**src/hw/rtl/savings_route_merge_macros.svh**
```systemverilog
// assertion macros for the rtl files
`ifndef SAVINGS_ROUTE_MERGE_MACROS_SVH
`define SAVINGS_ROUTE_MERGE_MACROS_SVH

`ifndef SYNTHESIS

// checked while reset is released
`define SRM_ASSERT(label, clk, rst_n, prop) \
  label: assert property (@(posedge clk) disable iff (!rst_n) (prop)) \
    else $error("savings_route_merge assertion failed");

// checked on every edge, reset included
`define SRM_ASSERT_ALWAYS(label, clk, prop) \
  label: assert property (@(posedge clk) (prop)) \
    else $error("savings_route_merge assertion failed");

`else

`define SRM_ASSERT(label, clk, rst_n, prop)
`define SRM_ASSERT_ALWAYS(label, clk, prop)

`endif

`endif

```
**src/hw/rtl/srm_pkg.sv**
```systemverilog
`timescale 1ns / 1ps

package srm_pkg;

  localparam int unsigned NUM_NODES = 64;
  localparam int unsigned NODE_W    = $clog2(NUM_NODES);
  localparam int unsigned STEP_W    = $clog2(NUM_NODES + 1);
  localparam int unsigned NBR_W     = 2 * NODE_W;
  localparam int unsigned DEM_W     = 16;
  localparam int unsigned ACC_W     = 17;
  localparam int unsigned CAP_W     = 17;
  localparam int unsigned SAV_W     = 24;
  localparam int unsigned TOT_W     = 32;
  localparam int unsigned STAT_W    = 4;

  localparam logic [CAP_W-1:0] CAP_RESET  = CAP_W'(65535);
  localparam logic [ACC_W-1:0] DEMAND_SAT = '1;
  localparam logic [TOT_W-1:0] TOTAL_SAT  = '1;

  localparam logic OP_LOAD  = 1'b0;
  localparam logic OP_MERGE = 1'b1;

  localparam logic [STAT_W-1:0] ST_MERGED   = 4'd0;
  localparam logic [STAT_W-1:0] ST_FEASIBLE = 4'd1;
  localparam logic [STAT_W-1:0] ST_INTERIOR = 4'd2;
  localparam logic [STAT_W-1:0] ST_LINKED   = 4'd3;
  localparam logic [STAT_W-1:0] ST_SAME     = 4'd4;
  localparam logic [STAT_W-1:0] ST_OVER_CAP = 4'd5;
  localparam logic [STAT_W-1:0] ST_NONPOS   = 4'd6;
  localparam logic [STAT_W-1:0] ST_LOADED   = 4'd7;
  localparam logic [STAT_W-1:0] ST_INVALID  = 4'd8;

endpackage

```
**src/hw/rtl/srm_ram.sv**
```systemverilog
`timescale 1ns / 1ps

module srm_ram #(
  parameter int unsigned DATA_W = 8,
  parameter int unsigned DEPTH  = 64,
  parameter int unsigned ADDR_W = $clog2(DEPTH)
) (
  input  logic              clk_i,
  input  logic              we_i,
  input  logic [ADDR_W-1:0] waddr_i,
  input  logic [DATA_W-1:0] wdata_i,
  input  logic [ADDR_W-1:0] raddr_i,
  output logic [DATA_W-1:0] rdata_o
);

  logic [DATA_W-1:0] mem_q [DEPTH];
  logic [DATA_W-1:0] rdata_q;

  always_ff @(posedge clk_i) begin
    if (we_i) begin
      mem_q[waddr_i] <= wdata_i;
    end
    rdata_q <= mem_q[raddr_i];
  end

  assign rdata_o = rdata_q;

endmodule

```
**src/hw/rtl/savings_route_merge.sv**
```systemverilog
`timescale 1ns / 1ps
// channel  | direction | handshake                  | payload
// in       | input     | in_valid_i / in_stall_o    | operation, node_a, node_b,
//          |           |                            | demand_value, saving, apply_if_feasible
// out      | output    | out_valid_o / out_stall_i  | status, route_demand, total_saved
// cfg      | input     | cfg_valid_i / cfg_ready_o  | vehicle_capacity
//
// a load goes straight to FINISH; a merge with bad operands does too, an interior or linked one after RD_A and RD_B
// a merge that walks both routes runs RD_A, RD_B, WALK_A, WALK_B and DECIDE, then WR_A and
// WR_B when it commits; one neighbor table read per visited node through the shared demand adder
// longest item: both walks over one 63-node route
// reset clears per-entry valid bits at once: no clearing pass
// one item at a time; a result waiting on out_stall_i holds the sequencer

`include "savings_route_merge_macros.svh"

module savings_route_merge (
  input  logic                        clk_i,
  input  logic                        rst_ni,
  input  logic                        in_valid_i,
  output logic                        in_stall_o,
  input  logic                        operation_i,
  input  logic [srm_pkg::NODE_W-1:0]  node_a_i,
  input  logic [srm_pkg::NODE_W-1:0]  node_b_i,
  input  logic [srm_pkg::DEM_W-1:0]   demand_value_i,
  input  logic signed [srm_pkg::SAV_W-1:0] saving_i,
  input  logic                        apply_if_feasible_i,
  output logic                        out_valid_o,
  input  logic                        out_stall_i,
  output logic [srm_pkg::STAT_W-1:0]  status_o,
  output logic [srm_pkg::ACC_W-1:0]   route_demand_o,
  output logic [srm_pkg::TOT_W-1:0]   total_saved_o,
  input  logic                        cfg_valid_i,
  output logic                        cfg_ready_o,
  input  logic [srm_pkg::CAP_W-1:0]   cfg_vehicle_capacity_i
);

  import srm_pkg::*;

  typedef enum logic [3:0] {
    S_IDLE, S_RD_A, S_RD_B, S_WALK_A, S_WALK_B, S_DECIDE, S_WR_A, S_WR_B, S_FINISH
  } state_e;

  localparam logic [NODE_W:0]   NODE_LIM = (NODE_W + 1)'(NUM_NODES);
  localparam logic [STEP_W-1:0] STEP_LIM = STEP_W'(NUM_NODES);

  state_e state_q;

  logic [NODE_W-1:0] a_q, b_q, node_q, prev_q, rd_addr_d;
  logic [NODE_W-1:0] a0_q, a1_q, b0_q, b1_q, end_a_q, end_b_q;
  logic              sa_q, sb_q, first_q, apply_q;
  logic [STEP_W-1:0] steps_q;
  logic [SAV_W-1:0]  saving_q;
  logic [ACC_W-1:0]  acc_q;
  logic [TOT_W-1:0]  total_q;
  logic [CAP_W-1:0]  cap_q;
  logic [STAT_W-1:0] status_q;
  logic [NUM_NODES-1:0] nbr_vld_q, dem_vld_q;

  logic              out_valid_q;
  logic [STAT_W-1:0] out_status_q;
  logic [ACC_W-1:0]  out_demand_q;
  logic [TOT_W-1:0]  out_total_q;

  logic [NBR_W-1:0]  nbr_rdata, nbr_wdata;
  logic [NODE_W-1:0] nbr_waddr;
  logic              nbr_we;
  logic [DEM_W-1:0]  dem_rdata;
  logic              dem_we;

  logic [NODE_W-1:0] nb0, nb1, walk_next, a_other, b_other;
  logic [DEM_W-1:0]  dem;
  logic [ACC_W:0]    acc_sum;
  logic [ACC_W-1:0]  acc_sat;
  logic [STEP_W-1:0] steps_nxt;
  logic              walk_cont, in_xfer, a_range_ok, merge_bad, sav_pos;
  logic [TOT_W:0]    tot_sum;
  logic [TOT_W-1:0]  tot_sat;

  assign in_stall_o  = (state_q != S_IDLE);
  assign in_xfer     = in_valid_i && !in_stall_o;
  assign cfg_ready_o = 1'b1;

  assign a_range_ok = ({1'b0, node_a_i} < NODE_LIM);
  assign merge_bad  = (node_a_i == '0) || (node_b_i == '0) || (node_a_i == node_b_i) ||
                      !a_range_ok || ({1'b0, node_b_i} >= NODE_LIM);

  // entries never written read as zero
  assign nb0 = nbr_vld_q[node_q] ? nbr_rdata[NODE_W-1:0] : '0;
  assign nb1 = nbr_vld_q[node_q] ? nbr_rdata[NBR_W-1:NODE_W] : '0;
  assign dem = dem_vld_q[node_q] ? dem_rdata : '0;

  // shared saturating demand adder
  assign acc_sum = {1'b0, acc_q} + {(ACC_W + 1 - DEM_W)'(0), dem};
  assign acc_sat = acc_sum[ACC_W] ? DEMAND_SAT : acc_sum[ACC_W-1:0];

  assign walk_next = first_q ? ((nb0 != '0) ? nb0 : nb1)
                             : ((nb0 == prev_q) ? nb1 : nb0);
  assign steps_nxt = first_q ? steps_q : steps_q + STEP_W'(1);
  assign walk_cont = (walk_next != node_q) && (walk_next != '0) &&
                     ({1'b0, walk_next} < NODE_LIM) && (steps_nxt < STEP_LIM);

  assign a_other = (a0_q == '0) ? a1_q : a0_q;
  assign b_other = (nb0 == '0) ? nb1 : nb0;

  assign sav_pos = !saving_q[SAV_W-1] && (saving_q != '0);
  assign tot_sum = {1'b0, total_q} + {(TOT_W + 1 - SAV_W)'(0), saving_q};
  assign tot_sat = tot_sum[TOT_W] ? TOTAL_SAT : tot_sum[TOT_W-1:0];

  always_comb begin
    rd_addr_d = node_q;
    nbr_we    = 1'b0;
    nbr_waddr = a_q;
    nbr_wdata = sa_q ? {b_q, a0_q} : {a1_q, b_q};
    dem_we    = 1'b0;
    unique case (state_q)
      S_IDLE: begin
        if (in_xfer && operation_i == OP_MERGE) rd_addr_d = node_a_i;
        dem_we = in_xfer && operation_i == OP_LOAD && a_range_ok;
      end
      S_RD_A:   rd_addr_d = b_q;
      S_RD_B:   rd_addr_d = a_q;
      S_WALK_A: rd_addr_d = walk_cont ? walk_next : b_q;
      S_WALK_B: rd_addr_d = walk_cont ? walk_next : node_q;
      S_WR_A:   nbr_we = 1'b1;
      S_WR_B: begin
        nbr_we    = 1'b1;
        nbr_waddr = b_q;
        nbr_wdata = sb_q ? {a_q, b0_q} : {b1_q, a_q};
      end
      default: ;
    endcase
  end

  srm_ram #(.DATA_W(NBR_W), .DEPTH(NUM_NODES)) u_nbr_ram (
    .clk_i   (clk_i),
    .we_i    (nbr_we),
    .waddr_i (nbr_waddr),
    .wdata_i (nbr_wdata),
    .raddr_i (rd_addr_d),
    .rdata_o (nbr_rdata)
  );

  srm_ram #(.DATA_W(DEM_W), .DEPTH(NUM_NODES)) u_dem_ram (
    .clk_i   (clk_i),
    .we_i    (dem_we),
    .waddr_i (node_a_i),
    .wdata_i (demand_value_i),
    .raddr_i (rd_addr_d),
    .rdata_o (dem_rdata)
  );

  always_ff @(posedge clk_i or negedge rst_ni) begin
    if (!rst_ni) begin
      state_q      <= S_IDLE;
      node_q       <= '0;
      prev_q       <= '0;
      a_q          <= '0;
      b_q          <= '0;
      a0_q         <= '0;
      a1_q         <= '0;
      b0_q         <= '0;
      b1_q         <= '0;
      end_a_q      <= '0;
      end_b_q      <= '0;
      sa_q         <= 1'b0;
      sb_q         <= 1'b0;
      first_q      <= 1'b0;
      apply_q      <= 1'b0;
      steps_q      <= '0;
      saving_q     <= '0;
      acc_q        <= '0;
      total_q      <= '0;
      cap_q        <= CAP_RESET;
      status_q     <= ST_INVALID;
      nbr_vld_q    <= '0;
      dem_vld_q    <= '0;
      out_valid_q  <= 1'b0;
      out_status_q <= ST_INVALID;
      out_demand_q <= '0;
      out_total_q  <= '0;
    end else begin
      node_q <= rd_addr_d;
      if (cfg_valid_i && cfg_ready_o) cap_q <= cfg_vehicle_capacity_i;
      if (out_valid_q && !out_stall_i && state_q != S_FINISH) out_valid_q <= 1'b0;

      unique case (state_q)
        S_IDLE: begin
          if (in_xfer) begin
            a_q      <= node_a_i;
            b_q      <= node_b_i;
            saving_q <= saving_i;
            apply_q  <= apply_if_feasible_i;
            acc_q    <= '0;
            if (operation_i == OP_LOAD) begin
              status_q <= a_range_ok ? ST_LOADED : ST_INVALID;
              if (a_range_ok) dem_vld_q[node_a_i] <= 1'b1;
              state_q <= S_FINISH;
            end else if (merge_bad) begin
              status_q <= ST_INVALID;
              state_q  <= S_FINISH;
            end else begin
              state_q <= S_RD_A;
            end
          end
        end
        S_RD_A: begin
          a0_q    <= nb0;
          a1_q    <= nb1;
          state_q <= S_RD_B;
        end
        S_RD_B: begin
          b0_q    <= nb0;
          b1_q    <= nb1;
          sa_q    <= (a0_q != '0);
          sb_q    <= (nb0 != '0);
          first_q <= 1'b1;
          steps_q <= '0;
          if ((a0_q != '0 && a1_q != '0) || (nb0 != '0 && nb1 != '0)) begin
            status_q <= ST_INTERIOR;
            state_q  <= S_FINISH;
          end else if (a_other == b_q || b_other == a_q) begin
            status_q <= ST_LINKED;
            state_q  <= S_FINISH;
          end else begin
            state_q <= S_WALK_A;
          end
        end
        S_WALK_A, S_WALK_B: begin
          acc_q <= acc_sat;
          if (walk_cont) begin
            prev_q  <= node_q;
            first_q <= 1'b0;
            steps_q <= steps_nxt;
          end else if (state_q == S_WALK_A) begin
            end_a_q <= node_q;
            first_q <= 1'b1;
            steps_q <= '0;
            state_q <= S_WALK_B;
          end else begin
            end_b_q <= node_q;
            state_q <= S_DECIDE;
          end
        end
        S_DECIDE: begin
          state_q <= S_FINISH;
          if (end_a_q == b_q || end_b_q == a_q) begin
            status_q <= ST_SAME;
          end else if (acc_q >= cap_q) begin
            status_q <= ST_OVER_CAP;
          end else if (!sav_pos) begin
            status_q <= ST_NONPOS;
          end else if (apply_q) begin
            status_q <= ST_MERGED;
            total_q  <= tot_sat;
            state_q  <= S_WR_A;
          end else begin
            status_q <= ST_FEASIBLE;
          end
        end
        S_WR_A: begin
          nbr_vld_q[a_q] <= 1'b1;
          state_q        <= S_WR_B;
        end
        S_WR_B: begin
          nbr_vld_q[b_q] <= 1'b1;
          state_q        <= S_FINISH;
        end
        S_FINISH: begin
          if (!out_valid_q || !out_stall_i) begin
            out_valid_q  <= 1'b1;
            out_status_q <= status_q;
            out_demand_q <= acc_q;
            out_total_q  <= total_q;
            state_q      <= S_IDLE;
          end
        end
        default: state_q <= S_IDLE;
      endcase
    end
  end

  assign out_valid_o    = out_valid_q;
  assign status_o       = out_status_q;
  assign route_demand_o = out_demand_q;
  assign total_saved_o  = out_total_q;

  // busy right after every input transfer
  `SRM_ASSERT(a_busy_after_xfer, clk_i, rst_ni, in_xfer |=> in_stall_o)
  // route walk never exceeds the node count
  `SRM_ASSERT_ALWAYS(a_walk_bound, clk_i, steps_q <= STEP_LIM)
  // saturating total never goes down
  `SRM_ASSERT(a_total_mono, clk_i, rst_ni, 1'b1 |=> total_q >= $past(total_q))
  // a result only appears out of the finish step
  `SRM_ASSERT(a_out_from_finish, clk_i, rst_ni,
    $rose(out_valid_q) |-> $past(state_q == S_FINISH))
  // table writes only in the two commit steps
  `SRM_ASSERT(a_nbr_write, clk_i, rst_ni,
    nbr_we |-> (state_q == S_WR_A || state_q == S_WR_B))

endmodule
```
**config.mk**
```make
export PLATFORM = sky130hd
export DESIGN_NAME = savings_route_merge
export DESIGN_NICKNAME = d
export VERILOG_FILES = /design/src/hw/rtl/srm_pkg.sv /design/src/hw/rtl/srm_ram.sv /design/src/hw/rtl/savings_route_merge.sv
export VERILOG_INCLUDE_DIRS = /design/src /design/src/hw/rtl
export SDC_FILE = /design/constraint.sdc
export NUM_CORES = 2
export LEC_CHECK = 0
export BUFFER_PORTS_ARGS = -buffer_cell sky130_fd_sc_hd__buf_4
export CELL_PAD_IN_SITES_DETAIL_PLACEMENT = 1
export CELL_PAD_IN_SITES_GLOBAL_PLACEMENT = 1
export CORE_ASPECT_RATIO = 1.4
export CORE_UTILIZATION = 49
export CTS_CLUSTER_SIZE = 20
export DETAILED_ROUTE_END_ITERATION = 10
export MAX_ROUTING_LAYER = met4
export PLACE_DENSITY = 0.74
export SLEW_MARGIN = 30
export SYNTH_ARGS = -nofsm -noshare
export SYNTH_HDL_FRONTEND = slang
export SYNTH_SLANG_ARGS = --single-unit
```
**constraint.sdc**
```tcl
create_clock -name clk_i -period 6.3 [get_ports clk_i]
set_input_delay 0.63 -clock clk_i [delete_from_list [all_inputs] [get_ports clk_i]]
set_output_delay 0.63 -clock clk_i [all_outputs]
set_load 0.1 [all_outputs]
```
# [After elaboration in Yosys (flattened, before gate mapping)]
# Memories as Yosys holds them, arrays and structs flattened. A register that Yosys moved wholly into a read port is not among the register bits.
# Index checks and enable logic that the tools add are counted.
[op_classes] n_eq_ne=22 n_div=0 bitwise_logic=8 magnitude_cmp=9 n_reduce_logical=52 shifts=0 multipliers=0 n_mux=70 addsub=3
[op_table] op="$or A64 B64 Y64" count=3
[op_table] op="$pmux W64 S2" count=1
[op_table] op="$mux W6" count=11
[op_table] op="$mux W4" count=16
[op_table] op="$eq A6 B6 Y1" count=6
[op_table] op="$mux W12" count=3
[op_table] op="$mux W17" count=2
[op_table] op="$pmux W17 S2" count=1
[op_table] op="$add A32 B24 Y33" count=1
[op_table] op="$mux W32" count=1
[op_table] op="$pmux W4 S8" count=1
[op_table] op="$pmux W6 S5" count=1
[op_table] op="$reduce_bool A6 Y1" count=5
[op_table] op="$lt A6 B7 Y1 const B" count=4
[op_table] op="$logic_not A6 Y1" count=4
[op_table] op="$reduce_bool A24 Y1" count=1
[op_table] op="$mux W7" count=3
[op_table] op="$add A17 B16 Y18" count=1
[op_table] op="$demux W1 S6" count=3
[op_table] op="$ge A6 B1 Y1 const B" count=3
[op_table] op="$mux W1" count=18
[op_table] op="$ge A17 B17 Y1" count=1
[op_table] op="$eq A4 B3 Y1 const B" count=4
[op_table] op="$mux W16" count=1
[op_table] op="27 further kinds" count=69
[word_totals] mem_count=2 register_bits=351 mem_bits_rw=1792 romBits=0 latchBits=0 input_bits=76
[mem_list] name="u_dem_ram.mem_q" words=64 word_bits=16 rd=1 rd_ports_with_merged_regs=1 wr=1 line_no="srm_ram.sv:16" text="logic [DATA_W-1:0] mem_q [DEPTH];"
[mem_list] name="u_nbr_ram.mem_q" words=64 word_bits=12 rd=1 rd_ports_with_merged_regs=1 wr=1 line_no="srm_ram.sv:16"

# [Logic depth before layout (Yosys ltp)]
[depth] word_depth=11 mapped_depth=30

# [Hierarchy]
# From an unflattened synthesis, not the netlist that was laid out.
[unflattened] cells_unflattened=5016 hier_area_um2=89021.6
[by_module_without_submodules] module="srm_ram (u_dem_ram)" area_per_inst_um2=40073.4 n_inst=1 seq_area_each_um2=31069.8 cells_each=1835
[by_module_without_submodules] module="srm_ram (u_nbr_ram)" area_per_inst_um2=29851.1 n_inst=1 seq_area_each_um2=23302.3 cells_each=1339
[by_module_without_submodules] module="savings_route_merge" area_per_inst_um2=19097.1 n_inst=1 seq_area_each_um2=8805.9 cells_each=1842

# [Worst setup path after synthesis]
# OpenSTA, ideal clock, no wires.
[synth_path] path_kind="reg-to-reg" start="register node_q[0]" end="register acc_q[10]" arrival_time_ns=6.583 required_time_ns=6.163 stages_incl_launch_ff=31 setup_time_ns=0.137 path_slack_ns=-0.420 n_path_buf=7 path_cell_list="dfrtp_1 buf_2 buf_6 buf_6 clkbuf_1 buf_1 mux4_2 mux4_2 mux4_2 clkbuf_1 and2_1 ha_1 a21o_1 a21oi_1 o21bai_1 a21oi_1 o21bai_1 a21oi_1 o21bai_1 a21oi_1 o21bai_1 a21oi_1 o21bai_1 a21oi_1 o21bai_1 a21oi_1 nor2_1 nor2_1 o21a_1 clkbuf_1 a21oi_1"
[synth_via] elab_chain_cells=6
[synth_rtl] item="from (decl)" line_no="savings_route_merge.sv:49" text="logic [NODE_W-1:0] a_q, b_q, node_q, prev_q, rd_addr_d;"
[synth_rtl] item="from (signal assigned)" line_no="savings_route_merge.sv:183" text="node_q <= rd_addr_d;"
[synth_rtl] item="$bmux W1 S6" line_no="savings_route_merge.sv:91" text="assign dem = dem_vld_q[node_q] ? dem_rdata : '0;"
[synth_rtl] item="$mux W1 (implied by the code)" line_no="savings_route_merge.sv:91"
[synth_rtl] item="$mux W16" line_no="savings_route_merge.sv:91"
[synth_rtl] item="$add A17 B16 Y18" line_no="savings_route_merge.sv:94" text="assign acc_sum = {1'b0, acc_q} + {(ACC_W + 1 - DEM_W)'(0), dem};"
[synth_rtl] item="$mux W17" line_no="savings_route_merge.sv:95" text="assign acc_sat = acc_sum[ACC_W] ? DEMAND_SAT : acc_sum[ACC_W-1:0];"
[synth_rtl] item="$pmux W17 S2" line_no="savings_route_merge.sv:187" text="unique case (state_q)"
[synth_rtl] item="to (signal assigned)" line_no="savings_route_merge.sv:230" text="acc_q <= acc_sat;"
[synth_rtl] item="to (decl)" line_no="savings_route_merge.sv:54" text="logic [ACC_W-1:0] acc_q;"
# Every way passes these cells. The select of a mux whose other input is x is not followed.
# A chain may end at the register's enable or synchronous reset.

# [Final worst setup path]
[layout_path] start="register node_q[0]" end="register u_dem_ram.rdata_q[5], in the netlist u_dem_ram.rdata_o[5], read port of u_dem_ram.mem_q"
[layout_via] elab_chain_cells=11 elab_cells_between_ends=17 classes_between="eq/ne: 2; mux: 11; reduce/logical: 4"
[layout_rtl] item="$bmux W1 S6" line_no="savings_route_merge.sv:89, savings_route_merge.sv:90"
[layout_rtl] item="$mux W1 (implied by the code)" line_no="savings_route_merge.sv:89, savings_route_merge.sv:90"
[layout_rtl] item="$mux W6" line_no="savings_route_merge.sv:89" text="assign nb0 = nbr_vld_q[node_q] ? nbr_rdata[NODE_W-1:0] : '0;"
[layout_rtl] item="$eq A6 B6 Y1 / $reduce_bool A6 Y1 (equally long branches)" line_no="savings_route_merge.sv:98, savings_route_merge.sv:97"
[layout_rtl] item="$mux W6 (on tied branches)" line_no="savings_route_merge.sv:98, savings_route_merge.sv:97"
[layout_rtl] item="$mux W6" line_no="savings_route_merge.sv:97" text="assign walk_next = first_q ? ((nb0 != '0) ? nb0 : nb1)"
[layout_rtl] item="$ne A6 B6 Y1 / $reduce_bool A6 Y1 (equally long branches)" line_no="savings_route_merge.sv:100" text="assign walk_cont = (walk_next != node_q) && (walk_next != '0) &&"
[layout_rtl] item="$logic_and A1 B1 Y1" line_no="savings_route_merge.sv:100"
[layout_rtl] item="$logic_and A1 B1 Y1" line_no="savings_route_merge.sv:101" text="({1'b0, walk_next} < NODE_LIM) && (steps_nxt < STEP_LIM);"
[layout_rtl] item="$mux W6 (on tied branches)" line_no="savings_route_merge.sv:124, savings_route_merge.sv:123"
[layout_rtl] item="$pmux W6 S5 (*)" line_no="savings_route_merge.sv:116" text="unique case (state_q)"
[layout_rtl] item="to (decl)" line_no="srm_ram.sv:17" text="logic [DATA_W-1:0] rdata_q;"
# Mark *: on every way between the ends. The rest lies on a longest branch, timed or not. The select of a mux whose other input is x is not followed.

==> metrics.md <==
| Metric | Value |
|---|---|
| Routed WL | `roughly 270 mm` |
| Area grow syn2layout | `15.5%` |
| Row Count | `between 150 and 200` |
| Gr ovfl total | `0` |
| Leading area contributor after synthesis | `edfxtp_1` |
| Post-DP HPWL | `between 150 and 200 mm` |
| Dpl ws | `-466 ps` |
| Max incr delay on CP | `between 500 and 600 ps` |
| Post-synth top cells | `edfxtp_1 (1792), mux2i_1 (1030), nand2_1 (585)` |
| Die area | `0.190 mm^2` |
| Clock Tree Buf Depth | `4` |
| Initial Util | `49.5%` |
| Antenna violations before repair | `12` |
| DR vias | `between 50000 and 60000` |
| CP Cell Sequence | `buf_4 -> mux2i_1 -> a22oi_1 -> nand3_1 -> nand4_1 -> buf_4 -> o21a_1 -> buf_4 -> nand2_1 -> nor4_2 -> a31oi_1 -> a221o_1 -> o31ai_4 -> mux2i_1 -> a22o_4 -> buf_12 -> buf_12 -> mux2i_1 -> mux2i_1 -> buf_4 -> mux2i_1 -> mux2i_1 -> mux2i_1 -> o211ai_2` |
| Gpl congestion | `0.942` |
| CTS clk-pin slew, worst paths | `~60 ps` |
| DR vias/cell | `between 6 and 7` |
| Ys flop type | `edfxtp_1` |
| Final min period | `approximately 6000 ps` |
| CP max stage cell | `dfrtp_4` |
| Die height | `approximately 510 um` |
| Buf/Inv on CP | `6` |
| Outcome | `complete, no violations` |
| DRC | `0` |
| Die Width | `~370 um` |
| Mapped Avg Cell Area | `between 15 and 20 um^2` |
| Final hold vios | `0` |
| Synth top area share | `about 58%` |
| Critical path launch point | `node_q[0]$_DFF_PN0_` |
| Source of the worst register-to-register timing path | `node_q[0]$_DFF_PN0_` |
| CP required | `just over 7000 ps` |
| #FFs+latches synth | `about 2200` |
| Vias in the first global route | `58800` |
| Netlist cell types | `89` |
| Dpl cells | `between 8000 and 9000` |
| Gate Count Post-Synth | `a little over 6000` |
| Num CTS Buffers | `214` |
| Setup_tns | `0 ps` |
| Class of the tightest hold or removal check | `primary input to register` |
| # IOs | `approximately 130` |
| Core ar. | `between 0.15 and 0.2 mm^2` |
| CP top delay family | `compound AO/OA/AOI/OAI gates` |
| Clock root buffer | `clkbuf_16` |
| Ys Warns | `0` |
| Max Cap Viol | `0` |
| Seq/Total Area, Yosys | `approximately two thirds` |
| Port Buffers | `130` |
| Synthesized Nets | `roughly 6300` |
| Filler cell count | `17200` |
| Nets | `~6700` |
| Relative max-transition margin | `34.2%` |
| Slew Limit Fails | `0` |
| Worst setup margin | `about 160 ps` |
| Iter 0 DRT Violations | `~4300` |
| Htree depth | `4` |
| Post-Synthesis Cell Area | `roughly 0.092 mm^2` |
| HP Start | `apply_if_feasible_i` |
| DRT Pass-1 Iters | `5` |
| Setup violations, final | `0` |
| GRT Util Overall | `approximately 29%` |
| Clk sinks | `about 2200` |
| CTS tree | `built` |
| DRT antenna net count | `0` |
| Worst EP arrival | `6900 ps` |
| Worst setup EP type | `register` |
| Global-route wire length before repair | `between 300 and 400 mm` |
| DR WL/cell | `29.5 um` |
| Synth area leaders | `edfxtp_1 (58%), mux2i_1 (11%), dfrtp_1 (9.0%), nand2_1 (2.4%), mux2_2 (2.1%)` |
| Proportion of layout cells with a drive suffix above 1 | `between 15 and 20%` |
| Pin count of the biggest net entering global routing | `167` |
| Slew at the pin closest to its max-slew limit | `slightly below 1000 ps` |
| Worst-Skew Late Latency | `between 800 and 900 ps` |
| Crit Path Class | `register to register` |
| Fmax | `163 MHz` |
| Final Cycle Share | `a little over nine tenths` |
| Worst setup SP type | `register` |
| Most frequent cell on the critical path | `mux2i_1` |
| Async SR Flop Fraction | `between 15 and 20%` |
| EDFF count, synth | `1792` |
| Finished Layout Cells | `slightly above 9000` |
| Most common cell in the netlist | `edfxtp_1` |
| Final Skew | `roughly 84 ps` |
| Crit Path Max Fanout | `44` |
path summary, 6_finish.rpt:
path                       slack [ps]  cells after the start                             to
max reg2reg                       160                     24   u_dem_ram.rdata_o[5]$_DFF_P_
min in group asynchronous         280                      2  route_demand_o[8]$_DFFE_PN0P_
min reg2reg                       470                      1      dem_vld_q[14]$_DFFE_PN0P_
max in group asynchronous        4610                      4         steps_q[2]$_DFFE_PN0P_
max                               160                     24   u_dem_ram.rdata_o[5]$_DFF_P_
min                                50                      3            apply_q$_DFFE_PN0P_
routing by layer:
metal	global-route usage [%]	up-vias	wire, um
li1	-	24200	-
met1	32.9	28900	102000
met2	50.8	1734	141000
met3	3.14	606	12100
met4	15.2	0	16300
met5	-	-	0
area by class of cell:
class	count	area (um^2)	share of cell area (%)
antenna	7	17.5	0.0165
clock buffer	263	5720	5.38
clock inverter	130	1350	1.27
inverter	63	241	0.227
multi-input combinational	3518	27100	25.4
sequential	2171	63200	59.4
tap	2457	3070	2.89
timing repair buffer	606	5690	5.35
worst min-delay path, delay by kind of cell:
| family | cells | cell delay [ps] |
|---|---|---|
| buffers and inverters | 1 | 100 |
| and+or+nand+nor | 2 | 100 |
metrics by stage:
step | utilization, % | instance area, um^2 | hold slack [ps]
2_1_floorplan | - | 92100 | 334
3_3_place_gp | 52.8 | 98200 | 446
3_5_place_dp | 52.8 | 98200 | 449
4_1_cts | 57.0 | 106000 | 7.00
5_1_grt | 57.2 | 106000 | 37.9
6_report | 57.2 | 106000 | 53.9
placed cells by master, fill, tap and decap left out, types with 27 or more instances in the layout:
cell type / instances
o21ai_0: 94
inv_1: 59
dfrtp_1: 332
nand2_1: 582
mux2_2: 168
a211oi_1: 126
o21bai_1: 29
dlygate4sd3_1: 48
clkbuf_16: 221
clkinv_1: 50
ha_1: 58
clkinv_2: 36
nor2b_1: 27
nand4_1: 71
a311o_1: 112
buf_12: 64
xnor2_1: 44
or2_2: 110
buf_4: 481
mux2i_1: 1002
bufinv_16: 28
nand3_1: 162
edfxtp_1: 1792
dfxtp_1: 28
nor2_1: 192
o211ai_2: 37
a21oi_1: 104
clkbuf_1: 35
and2_1: 122
o211ai_1: 111
timing repair:
item | CTS | global route
gates resized for setup | 15 | 41
pin swaps | 3 | 8
hold buffers | 48 | 0
cloned | 0 | 3
endpoints found under the hold margin | 89 | 0
buffers inserted | 8 | 8
endpoints found under the setup margin | 23 | 45
cell families (layout without fill, tap and decap cells):
family	count (synthesis)	after routing	synth area share, %
flip-flops	2171	2171	68.6
AND/OR/NAND/NOR	1390	1390	7.12
multiplexers	1229	1229	13.9
AO/OA/AOI/OAI	770	770	6.33
buffers and inverters	438	1062	2.55
XOR/XNOR	68	68	0.647
adder cells (fa/ha/maj)	60	60	0.831
other	1	8	0.00407
flip-flops by register name (all words and copies together) (netlist names), 24 cells and up:
name and count:
total_saved_o 32, nbr_vld_q 64, u_nbr_ram.mem_q 768, saving_q 24, dem_vld_q 64, u_dem_ram.mem_q 1024
total_q 32
Power is not shown: default switching activity piles up to over one toggle a cycle in this logic, so the estimate is an artifact.
